File: src/hw/rtl/pfcs_pkg.sv
// Package for the parallel flash command sequencer: types, codes and microcode.
package pfcs_pkg;

  localparam int ADDR_WIDTH_DEF = 19;
  localparam int BUS_ADDR_W     = 19;
  localparam int DATA_W         = 16;
  localparam int PC_W           = 5;

  typedef logic [PC_W-1:0] pc_t;

  localparam logic [2:0] MODE_READ     = 3'd0;
  localparam logic [2:0] MODE_PROGRAM  = 3'd1;
  localparam logic [2:0] MODE_ERASE    = 3'd2;
  localparam logic [2:0] MODE_IDENTIFY = 3'd3;
  localparam logic [2:0] MODE_EXIT     = 3'd4;

  localparam logic [1:0] KIND_WRITE = 2'd0;
  localparam logic [1:0] KIND_READ  = 2'd1;
  localparam logic [1:0] KIND_WAIT  = 2'd2;

  localparam logic [BUS_ADDR_W-1:0] UNLOCK_A = 19'h05555;
  localparam logic [BUS_ADDR_W-1:0] UNLOCK_B = 19'h02AAA;

  localparam logic [7:0] CMD_AA    = 8'hAA;
  localparam logic [7:0] CMD_55    = 8'h55;
  localparam logic [7:0] CMD_PROG  = 8'hA0;
  localparam logic [7:0] CMD_ERASE = 8'h80;
  localparam logic [7:0] CMD_CHIP  = 8'h10;
  localparam logic [7:0] CMD_ID    = 8'h90;
  localparam logic [7:0] CMD_EXIT  = 8'hF0;

  localparam pc_t PC_READ     = 5'd0;
  localparam pc_t PC_PROGRAM  = 5'd1;
  localparam pc_t PC_ERASE    = 5'd5;
  localparam pc_t PC_IDENTIFY = 5'd12;
  localparam pc_t PC_EXIT     = 5'd17;
  localparam pc_t PC_MAX      = 5'd19;

  typedef enum logic [2:0] {
    ASEL_ZERO,
    ASEL_ONE,
    ASEL_UNLOCK_A,
    ASEL_UNLOCK_B,
    ASEL_TARGET
  } asel_t;

  typedef enum logic [1:0] {
    DSEL_ZERO,
    DSEL_CMD,
    DSEL_WORD
  } dsel_t;

  typedef struct packed {
    logic [2:0]            mode;
    logic [BUS_ADDR_W-1:0] target_address;
    logic [DATA_W-1:0]     write_word;
  } in_t;

  typedef struct packed {
    logic [1:0]            cycle_kind;
    logic [BUS_ADDR_W-1:0] bus_address;
    logic [DATA_W-1:0]     bus_data;
    logic                  last_cycle;
  } out_t;

  typedef struct packed {
    logic [1:0] kind;
    asel_t      asel;
    dsel_t      dsel;
    logic [7:0] cmd;
    logic       last;
  } uword_t;

  typedef struct packed {
    logic   valid;
    pc_t    pc;
  } entry_t;

  typedef struct packed {
    logic   load;
    logic   emit;
    uword_t uw;
  } ctl_t;

  function automatic uword_t uw(input logic [1:0] kind, input asel_t asel,
                                input dsel_t dsel, input logic [7:0] cmd,
                                input logic last);
    uword_t w;
    w.kind = kind;
    w.asel = asel;
    w.dsel = dsel;
    w.cmd  = cmd;
    w.last = last;
    return w;
  endfunction

  function automatic uword_t rom(input pc_t pc);
    uword_t w;
    unique case (pc)
      5'd0:  w = uw(KIND_READ,  ASEL_TARGET,   DSEL_ZERO, 8'h00,     1'b1);
      5'd1:  w = uw(KIND_WRITE, ASEL_UNLOCK_A, DSEL_CMD,  CMD_AA,    1'b0);
      5'd2:  w = uw(KIND_WRITE, ASEL_UNLOCK_B, DSEL_CMD,  CMD_55,    1'b0);
      5'd3:  w = uw(KIND_WRITE, ASEL_UNLOCK_A, DSEL_CMD,  CMD_PROG,  1'b0);
      5'd4:  w = uw(KIND_WRITE, ASEL_TARGET,   DSEL_WORD, 8'h00,     1'b1);
      5'd5:  w = uw(KIND_WRITE, ASEL_UNLOCK_A, DSEL_CMD,  CMD_AA,    1'b0);
      5'd6:  w = uw(KIND_WRITE, ASEL_UNLOCK_B, DSEL_CMD,  CMD_55,    1'b0);
      5'd7:  w = uw(KIND_WRITE, ASEL_UNLOCK_A, DSEL_CMD,  CMD_ERASE, 1'b0);
      5'd8:  w = uw(KIND_WRITE, ASEL_UNLOCK_A, DSEL_CMD,  CMD_AA,    1'b0);
      5'd9:  w = uw(KIND_WRITE, ASEL_UNLOCK_B, DSEL_CMD,  CMD_55,    1'b0);
      5'd10: w = uw(KIND_WRITE, ASEL_UNLOCK_A, DSEL_CMD,  CMD_CHIP,  1'b0);
      5'd11: w = uw(KIND_WAIT,  ASEL_ZERO,     DSEL_ZERO, 8'h00,     1'b1);
      5'd12: w = uw(KIND_WRITE, ASEL_UNLOCK_A, DSEL_CMD,  CMD_AA,    1'b0);
      5'd13: w = uw(KIND_WRITE, ASEL_UNLOCK_B, DSEL_CMD,  CMD_55,    1'b0);
      5'd14: w = uw(KIND_WRITE, ASEL_UNLOCK_A, DSEL_CMD,  CMD_ID,    1'b0);
      5'd15: w = uw(KIND_READ,  ASEL_ZERO,     DSEL_ZERO, 8'h00,     1'b0);
      5'd16: w = uw(KIND_READ,  ASEL_ONE,      DSEL_ZERO, 8'h00,     1'b0);
      5'd17: w = uw(KIND_WRITE, ASEL_UNLOCK_A, DSEL_CMD,  CMD_AA,    1'b0);
      5'd18: w = uw(KIND_WRITE, ASEL_UNLOCK_B, DSEL_CMD,  CMD_55,    1'b0);
      5'd19: w = uw(KIND_WRITE, ASEL_UNLOCK_A, DSEL_CMD,  CMD_EXIT,  1'b1);
      default: w = uw(KIND_WAIT, ASEL_ZERO,    DSEL_ZERO, 8'h00,     1'b1);
    endcase
    return w;
  endfunction

  function automatic entry_t entry(input logic [2:0] mode);
    entry_t e;
    e.valid = 1'b1;
    unique case (mode)
      MODE_READ:     e.pc = PC_READ;
      MODE_PROGRAM:  e.pc = PC_PROGRAM;
      MODE_ERASE:    e.pc = PC_ERASE;
      MODE_IDENTIFY: e.pc = PC_IDENTIFY;
      MODE_EXIT:     e.pc = PC_EXIT;
      default: begin
        e.valid = 1'b0;
        e.pc    = PC_READ;
      end
    endcase
    return e;
  endfunction

endpackage

File: src/hw/rtl/parallel_flash_command_sequencer_top.sv
// Top level of the parallel flash command sequencer.
// A command is taken when start is high and busy is low, and is expanded into one bus cycle
// item per clock on out_data, each marked by a one-cycle out_valid strobe that cannot be held
// off. Read takes 1 bus cycle, exit identify 3, program 4, chip erase 7 and identify 8; busy
// is high from the accept edge until the edge that loads the final item, while the microcode
// step counter advances one step per clock. Unknown modes are taken and produce nothing. The
// final item of each command has last_cycle set.
module parallel_flash_command_sequencer_top #(
  parameter int ADDR_WIDTH = pfcs_pkg::ADDR_WIDTH_DEF
) (
  input  logic           clk,
  input  logic           rst_n,
  input  logic           start,
  output logic           busy,
  input  pfcs_pkg::in_t  in_data,
  output logic           out_valid,
  output pfcs_pkg::out_t out_data
);

  pfcs_pkg::ctl_t ctl;

  pfcs_useq u_useq (
    .clk   (clk),
    .rst_n (rst_n),
    .start (start),
    .mode  (in_data.mode),
    .busy  (busy),
    .ctl   (ctl)
  );

  pfcs_dpath #(
    .ADDR_WIDTH (ADDR_WIDTH)
  ) u_dpath (
    .clk       (clk),
    .rst_n     (rst_n),
    .in_data   (in_data),
    .ctl       (ctl),
    .out_valid (out_valid),
    .out_data  (out_data)
  );

  a_out_from_busy: assert property (@(posedge clk) disable iff (!rst_n)
    out_valid |-> $past(busy))
    else $error("item strobed without an active command");

  a_last_frees: assert property (@(posedge clk) disable iff (!rst_n)
    out_valid && out_data.last_cycle |-> !busy)
    else $error("final item strobed while still busy");

endmodule

File: src/hw/rtl/pfcs_useq.sv
// Microcode sequencer: dispatch on the command, step counter and microcode fetch.
module pfcs_useq (
  input  logic            clk,
  input  logic            rst_n,
  input  logic            start,
  input  logic [2:0]      mode,
  output logic            busy,
  output pfcs_pkg::ctl_t  ctl
);

  logic             busy_r, busy_nxt;
  pfcs_pkg::pc_t    pc_r, pc_nxt;
  pfcs_pkg::entry_t ent;
  pfcs_pkg::uword_t uw_cur;
  logic             accept;

  assign ent    = pfcs_pkg::entry(mode);
  assign uw_cur = pfcs_pkg::rom(pc_r);
  assign accept = start && !busy_r;

  always_comb begin
    busy_nxt = busy_r;
    pc_nxt   = pc_r;
    if (accept) begin
      busy_nxt = ent.valid;
      pc_nxt   = ent.pc;
    end else if (busy_r) begin
      if (uw_cur.last) begin
        busy_nxt = 1'b0;
      end else begin
        pc_nxt = pc_r + pfcs_pkg::pc_t'(1);
      end
    end
  end

  always_ff @(posedge clk) begin
    if (!rst_n) begin
      busy_r <= 1'b0;
      pc_r   <= pfcs_pkg::PC_READ;
    end else begin
      busy_r <= busy_nxt;
      pc_r   <= pc_nxt;
    end
  end

  assign busy     = busy_r;
  assign ctl.load = accept;
  assign ctl.emit = busy_r;
  assign ctl.uw   = uw_cur;

  a_last_ends: assert property (@(posedge clk) disable iff (!rst_n)
    busy_r && uw_cur.last |=> !busy_r)
    else $error("sequencer stayed busy after the final step");

  a_dispatch: assert property (@(posedge clk) disable iff (!rst_n)
    accept && ent.valid |=> busy_r && pc_r == $past(ent.pc))
    else $error("command did not dispatch to its entry step");

  a_pc_range: assert property (@(posedge clk) disable iff (!rst_n)
    busy_r |-> pc_r <= pfcs_pkg::PC_MAX)
    else $error("step counter ran past the microcode");

endmodule

File: src/hw/rtl/pfcs_dpath.sv
// Datapath: operand registers, address and data selection, result register.
module pfcs_dpath #(
  parameter int ADDR_WIDTH = pfcs_pkg::ADDR_WIDTH_DEF
) (
  input  logic           clk,
  input  logic           rst_n,
  input  pfcs_pkg::in_t  in_data,
  input  pfcs_pkg::ctl_t ctl,
  output logic           out_valid,
  output pfcs_pkg::out_t out_data
);

  localparam logic [pfcs_pkg::BUS_ADDR_W-1:0] AddrMask =
    (pfcs_pkg::BUS_ADDR_W'(1) << ADDR_WIDTH) - pfcs_pkg::BUS_ADDR_W'(1);

  logic [pfcs_pkg::BUS_ADDR_W-1:0] addr_r;
  logic [pfcs_pkg::DATA_W-1:0]     word_r;
  logic                            out_valid_r;
  pfcs_pkg::out_t                  out_r, out_nxt;
  logic [pfcs_pkg::BUS_ADDR_W-1:0] addr_sel;
  logic [pfcs_pkg::DATA_W-1:0]     data_sel;

  always_comb begin
    unique case (ctl.uw.asel)
      pfcs_pkg::ASEL_ZERO:     addr_sel = '0;
      pfcs_pkg::ASEL_ONE:      addr_sel = pfcs_pkg::BUS_ADDR_W'(1);
      pfcs_pkg::ASEL_UNLOCK_A: addr_sel = pfcs_pkg::UNLOCK_A;
      pfcs_pkg::ASEL_UNLOCK_B: addr_sel = pfcs_pkg::UNLOCK_B;
      pfcs_pkg::ASEL_TARGET:   addr_sel = addr_r;
      default:                 addr_sel = '0;
    endcase
    unique case (ctl.uw.dsel)
      pfcs_pkg::DSEL_ZERO: data_sel = '0;
      pfcs_pkg::DSEL_CMD:  data_sel = {ctl.uw.cmd, ctl.uw.cmd};
      pfcs_pkg::DSEL_WORD: data_sel = word_r;
      default:             data_sel = '0;
    endcase
    out_nxt.cycle_kind  = ctl.uw.kind;
    out_nxt.bus_address = addr_sel & AddrMask;
    out_nxt.bus_data    = data_sel;
    out_nxt.last_cycle  = ctl.uw.last;
  end

  always_ff @(posedge clk) begin
    if (ctl.load) begin
      addr_r <= in_data.target_address;
      word_r <= in_data.write_word;
    end
    if (ctl.emit) begin
      out_r <= out_nxt;
    end
  end

  always_ff @(posedge clk) begin
    if (!rst_n) begin
      out_valid_r <= 1'b0;
    end else begin
      out_valid_r <= ctl.emit;
    end
  end

  assign out_valid = out_valid_r;
  assign out_data  = out_r;

endmodule

File: config.mk
export PLATFORM = sky130hd
export DESIGN_NAME = parallel_flash_command_sequencer_top
export DESIGN_NICKNAME = d
export VERILOG_FILES = /design/src/hw/rtl/pfcs_pkg.sv /design/src/hw/rtl/parallel_flash_command_sequencer_top.sv /design/src/hw/rtl/pfcs_useq.sv /design/src/hw/rtl/pfcs_dpath.sv
export SDC_FILE = /design/constraint.sdc
export NUM_CORES = 1
export LEC_CHECK = 0
export BUFFER_PORTS_ARGS = -buffer_cell sky130_fd_sc_hd__buf_2
export CAP_MARGIN = 25
export CORE_ASPECT_RATIO = 1.4
export CORE_UTILIZATION = 48
export DETAILED_ROUTE_END_ITERATION = 6
export PLACE_DENSITY = 0.77
export SETUP_SLACK_MARGIN = 0.05
export SYNTH_ARGS = -nofsm -noshare
export SYNTH_HDL_FRONTEND = slang
export SYNTH_SLANG_ARGS = --single-unit
File: constraint.sdc
create_clock -name clk -period 3.69 [get_ports clk]
set_input_delay 0.369 -clock clk [delete_from_list [all_inputs] [get_ports clk]]
set_output_delay 0.369 -clock clk [all_outputs]
set_load 0.05 [all_outputs]
==> impl_metrics.env <==
export IMPL_diodes=0
export IMPL_synth_area_per_cell_um2=13.5
export IMPL_grt_antenna_before_repair=0
export IMPL_fin_cells=457
export IMPL_io_pins=81
export IMPL_synth_cells=274
export IMPL_drive_above_1_share_pct=29.4
export IMPL_dp_hpwl_um=4770
export IMPL_cp_max_fo=44
export IMPL_die_x_um=76.2
export IMPL_critical_path_class="reg2reg"
export IMPL_first_pass_iters=4
export IMPL_synth_compound_area_share_pct=10.8
export IMPL_synth_edf_count=73
export IMPL_die_area_um2=8070
export IMPL_min_period_ns=2.99
export IMPL_maxCapViolCount=0
export IMPL_synthXorXnorAreaFrac_pct=0.473
export IMPL_synth_simple_gate_area_share_pct=12.6
export IMPL_fmax_mhz=334
export IMPL_grt_pass1_vias=2209
export IMPL_cts_hold_buf=0
export IMPL_route_detailed_drc=0
export IMPL_cts_tree="built"
export IMPL_clk_pin_slew_ns=0.09
export IMPL_power_density_nw_per_um2=520
export IMPL_finalPower_uw=2290
export IMPL_hp_start="in_data[10]"
export IMPL_die_y_um=106
export IMPL_yosysTopAreaCell="edfxtp_1"
export IMPL_layout_nets=404
export IMPL_r2r_start="u_useq.busy"
export IMPL_synth_ff_type="edfxtp_1"
export IMPL_clockBufferDepth=2
export IMPL_core_region_area_um2=7410
export IMPL_cts_buffers=9
export IMPL_setup_tns_final_ns=0
export IMPL_drt_iter0_drc=188
export IMPL_wire_per_inst_um=14.9
export IMPL_ys_ff_latch=93
export IMPL_grt_max_degree=45
export IMPL_status="complete, no violations"
export IMPL_slew_headroom_pct=55.7
export IMPL_cts_sinks=93
export IMPL_post_route_period_util_pct=81.1
export IMPL_area_growth_pct=19.0
export IMPL_drtAntennaViolNets=0
export IMPL_clkLatencyLatePin_ns=0.36
export IMPL_port_buffers=80
export IMPL_syn_nets=323
export IMPL_synth_top_family_by_area="simple AND/OR/NAND/NOR gates"
export IMPL_viasPerCell=5.16
export IMPL_grt_first_pass_wirelength_um=10700
export IMPL_start_kind="flip-flop"
export IMPL_cts_root_buf="clkbuf_8"
export IMPL_synthesis_area_um2=3700
export IMPL_skew_ns=0.00897
export IMPL_vdd_drop_max_uv=195
export IMPL_finalWirelength_um=6810
export IMPL_p_leak_uw=0.00179
export IMPL_rows=37
export IMPL_synth_adder_area_share_pct=2.70
export IMPL_grt_ovfl_total=0
export IMPL_grt_setup_unrepaired="false"
export IMPL_yosysWarnings=0
export IMPL_synth_top_area_share_pct=59.2
export IMPL_hold_path_class="in2reg"
export IMPL_yosysUniqueCellTypes=48
export IMPL_cp_startpoint="u_useq.busy"
export IMPL_critPathCaptureType="flip-flop"
export IMPL_cts_htree_levels=3
export IMPL_tightest_slew_ns=0.664
export IMPL_async_reset_ff_share_pct=0
export IMPL_drv_slew=0
export IMPL_start_util_pct=50.0
export IMPL_postCtsSetupRepairBufs=0
export IMPL_setup_viol=0
export IMPL_num_vias=2360
export IMPL_synth_mux_area_share_pct=0.811
export IMPL_arrival_ns=3.25
export IMPL_ctsResizeCount=0
export IMPL_grt_usage_pct=17.9
export IMPL_dp_cells=441
export IMPL_finalHoldViolCount=0
export IMPL_crit_required_ns=3.95
export IMPL_synthTopCellsByArea="edfxtp_1 59%, dfxtp_1 11%, nand2_1 3.5%"
export IMPL_seq_area_frac_synth_pct=70.0
export IMPL_place_gp_congestion=0.875
==> cells in the final DEF, fill, tap and decap left out, types with 2 or more instances in the layout <==
cell and instances:
a211oi_1 3, a21o_1 10, a21oi_1 26, a22o_1 2
a32o_1 2, and2_1 4, and3_1 5, and4b_1 2
buf_2 80, clkbuf_16 3, clkbuf_8 9, dfxtp_1 19
edfxtp_1 73, ha_1 8, inv_1 9, mux2i_1 3
nand2_1 35, nand2b_1 5, nand3_1 7, nor2_1 8
nor2b_1 3, o21ai_0 4, o22ai_1 2, or2_2 4
or2b_1 3, or3_1 2, xnor2_1 2
==> through the flow <==
step	utilization (%)	setup slack (ns)	hold slack (ns)	cell area [um2]
4_1_cts	59.5	0.710	0.165	4410
6_report	59.5	0.696	0.177	4410
3_5_place_dp	56.5	0.736	0.389	4180
5_1_grt	59.5	0.524	0.153	4410
3_3_place_gp	56.5	0.838	0.389	4180
2_1_floorplan	-	0.564	0.386	3700
==> power breakdown <==
group	switching, uW	internal, uW
Clock	339	368
Sequential	34.4	1220
Combinational	229	104
==> cells by family after synthesis <==
family,count (synthesis)
AO/OA/AOI/OAI,59
buffers and inverters,21
adder cells (fa/ha/maj),8
XOR/XNOR,2
flip-flops,93
AND/OR/NAND/NOR,88
multiplexers,3
==> registers in the layout (all words and copies together) (netlist names) <==
name and cells:
u_dpath.addr_r 19, u_dpath.out_data 38, u_dpath.out_valid 1, u_dpath.word_r 16, u_useq.busy 1, u_useq.pc_r 5, u_useq.uw_cur 13
==> metal layers <==
| metal | vias up | GRT usage (%) | share of wire, % |
|---|---|---|---|
| li1 | 1169 | - | - |
| met3 | 16 | 5.41 | 6.0 |
| met4 | 0 | 10.3 | 3.1 |
| met5 | - | 0 | 0 |
| met1 | 1086 | 19.9 | 38 |
| met2 | 89 | 30.4 | 52 |
==> Yosys cell counts, types with 5 or more instances <==
cell type	instances
inv_1	9
nand3_1	7
ha_1	8
nor2_1	8
nand2_1	35
a21oi_1	26
nand2b_1	5
and3_1	5
dfxtp_1	20
clkbuf_1	9
a21o_1	10
edfxtp_1	73
==> layout make-up <==
class / count / area [um2]
Clock buffer: 13 / 203
Clock inverter: 3 / 21.3
Fill cell: 613 / 3000
Inverter: 10 / 42.5
Multi-Input combinational cell: 160 / 1020
Sequential cell: 93 / 2590
Tap cell: 97 / 121
Timing Repair Buffer: 81 / 408
==> critical path: stages (launching register included) <==
cell      delay, ns
dfxtp_2        0.47
nand2b_4       0.24
inv_6          0.30
nor2_1         0.09
a221oi_1       0.43
nand2b_1       0.30
inv_1          0.12
ha_1           0.27
or4_1          0.52
o2111a_1       0.14
==> worst paths after layout <==
check                           cells past startpoint  slack, ns              endpoint
worst min register to register                      0       0.42  u_dpath.out_data[36]
worst max register to register                      9       0.70      u_useq.uw_cur[0]
worst min-delay path                                1       0.18    u_dpath.word_r[10]
worst max-delay path                                9       0.70      u_useq.uw_cur[0]
(Power assumes the default switching activity.)
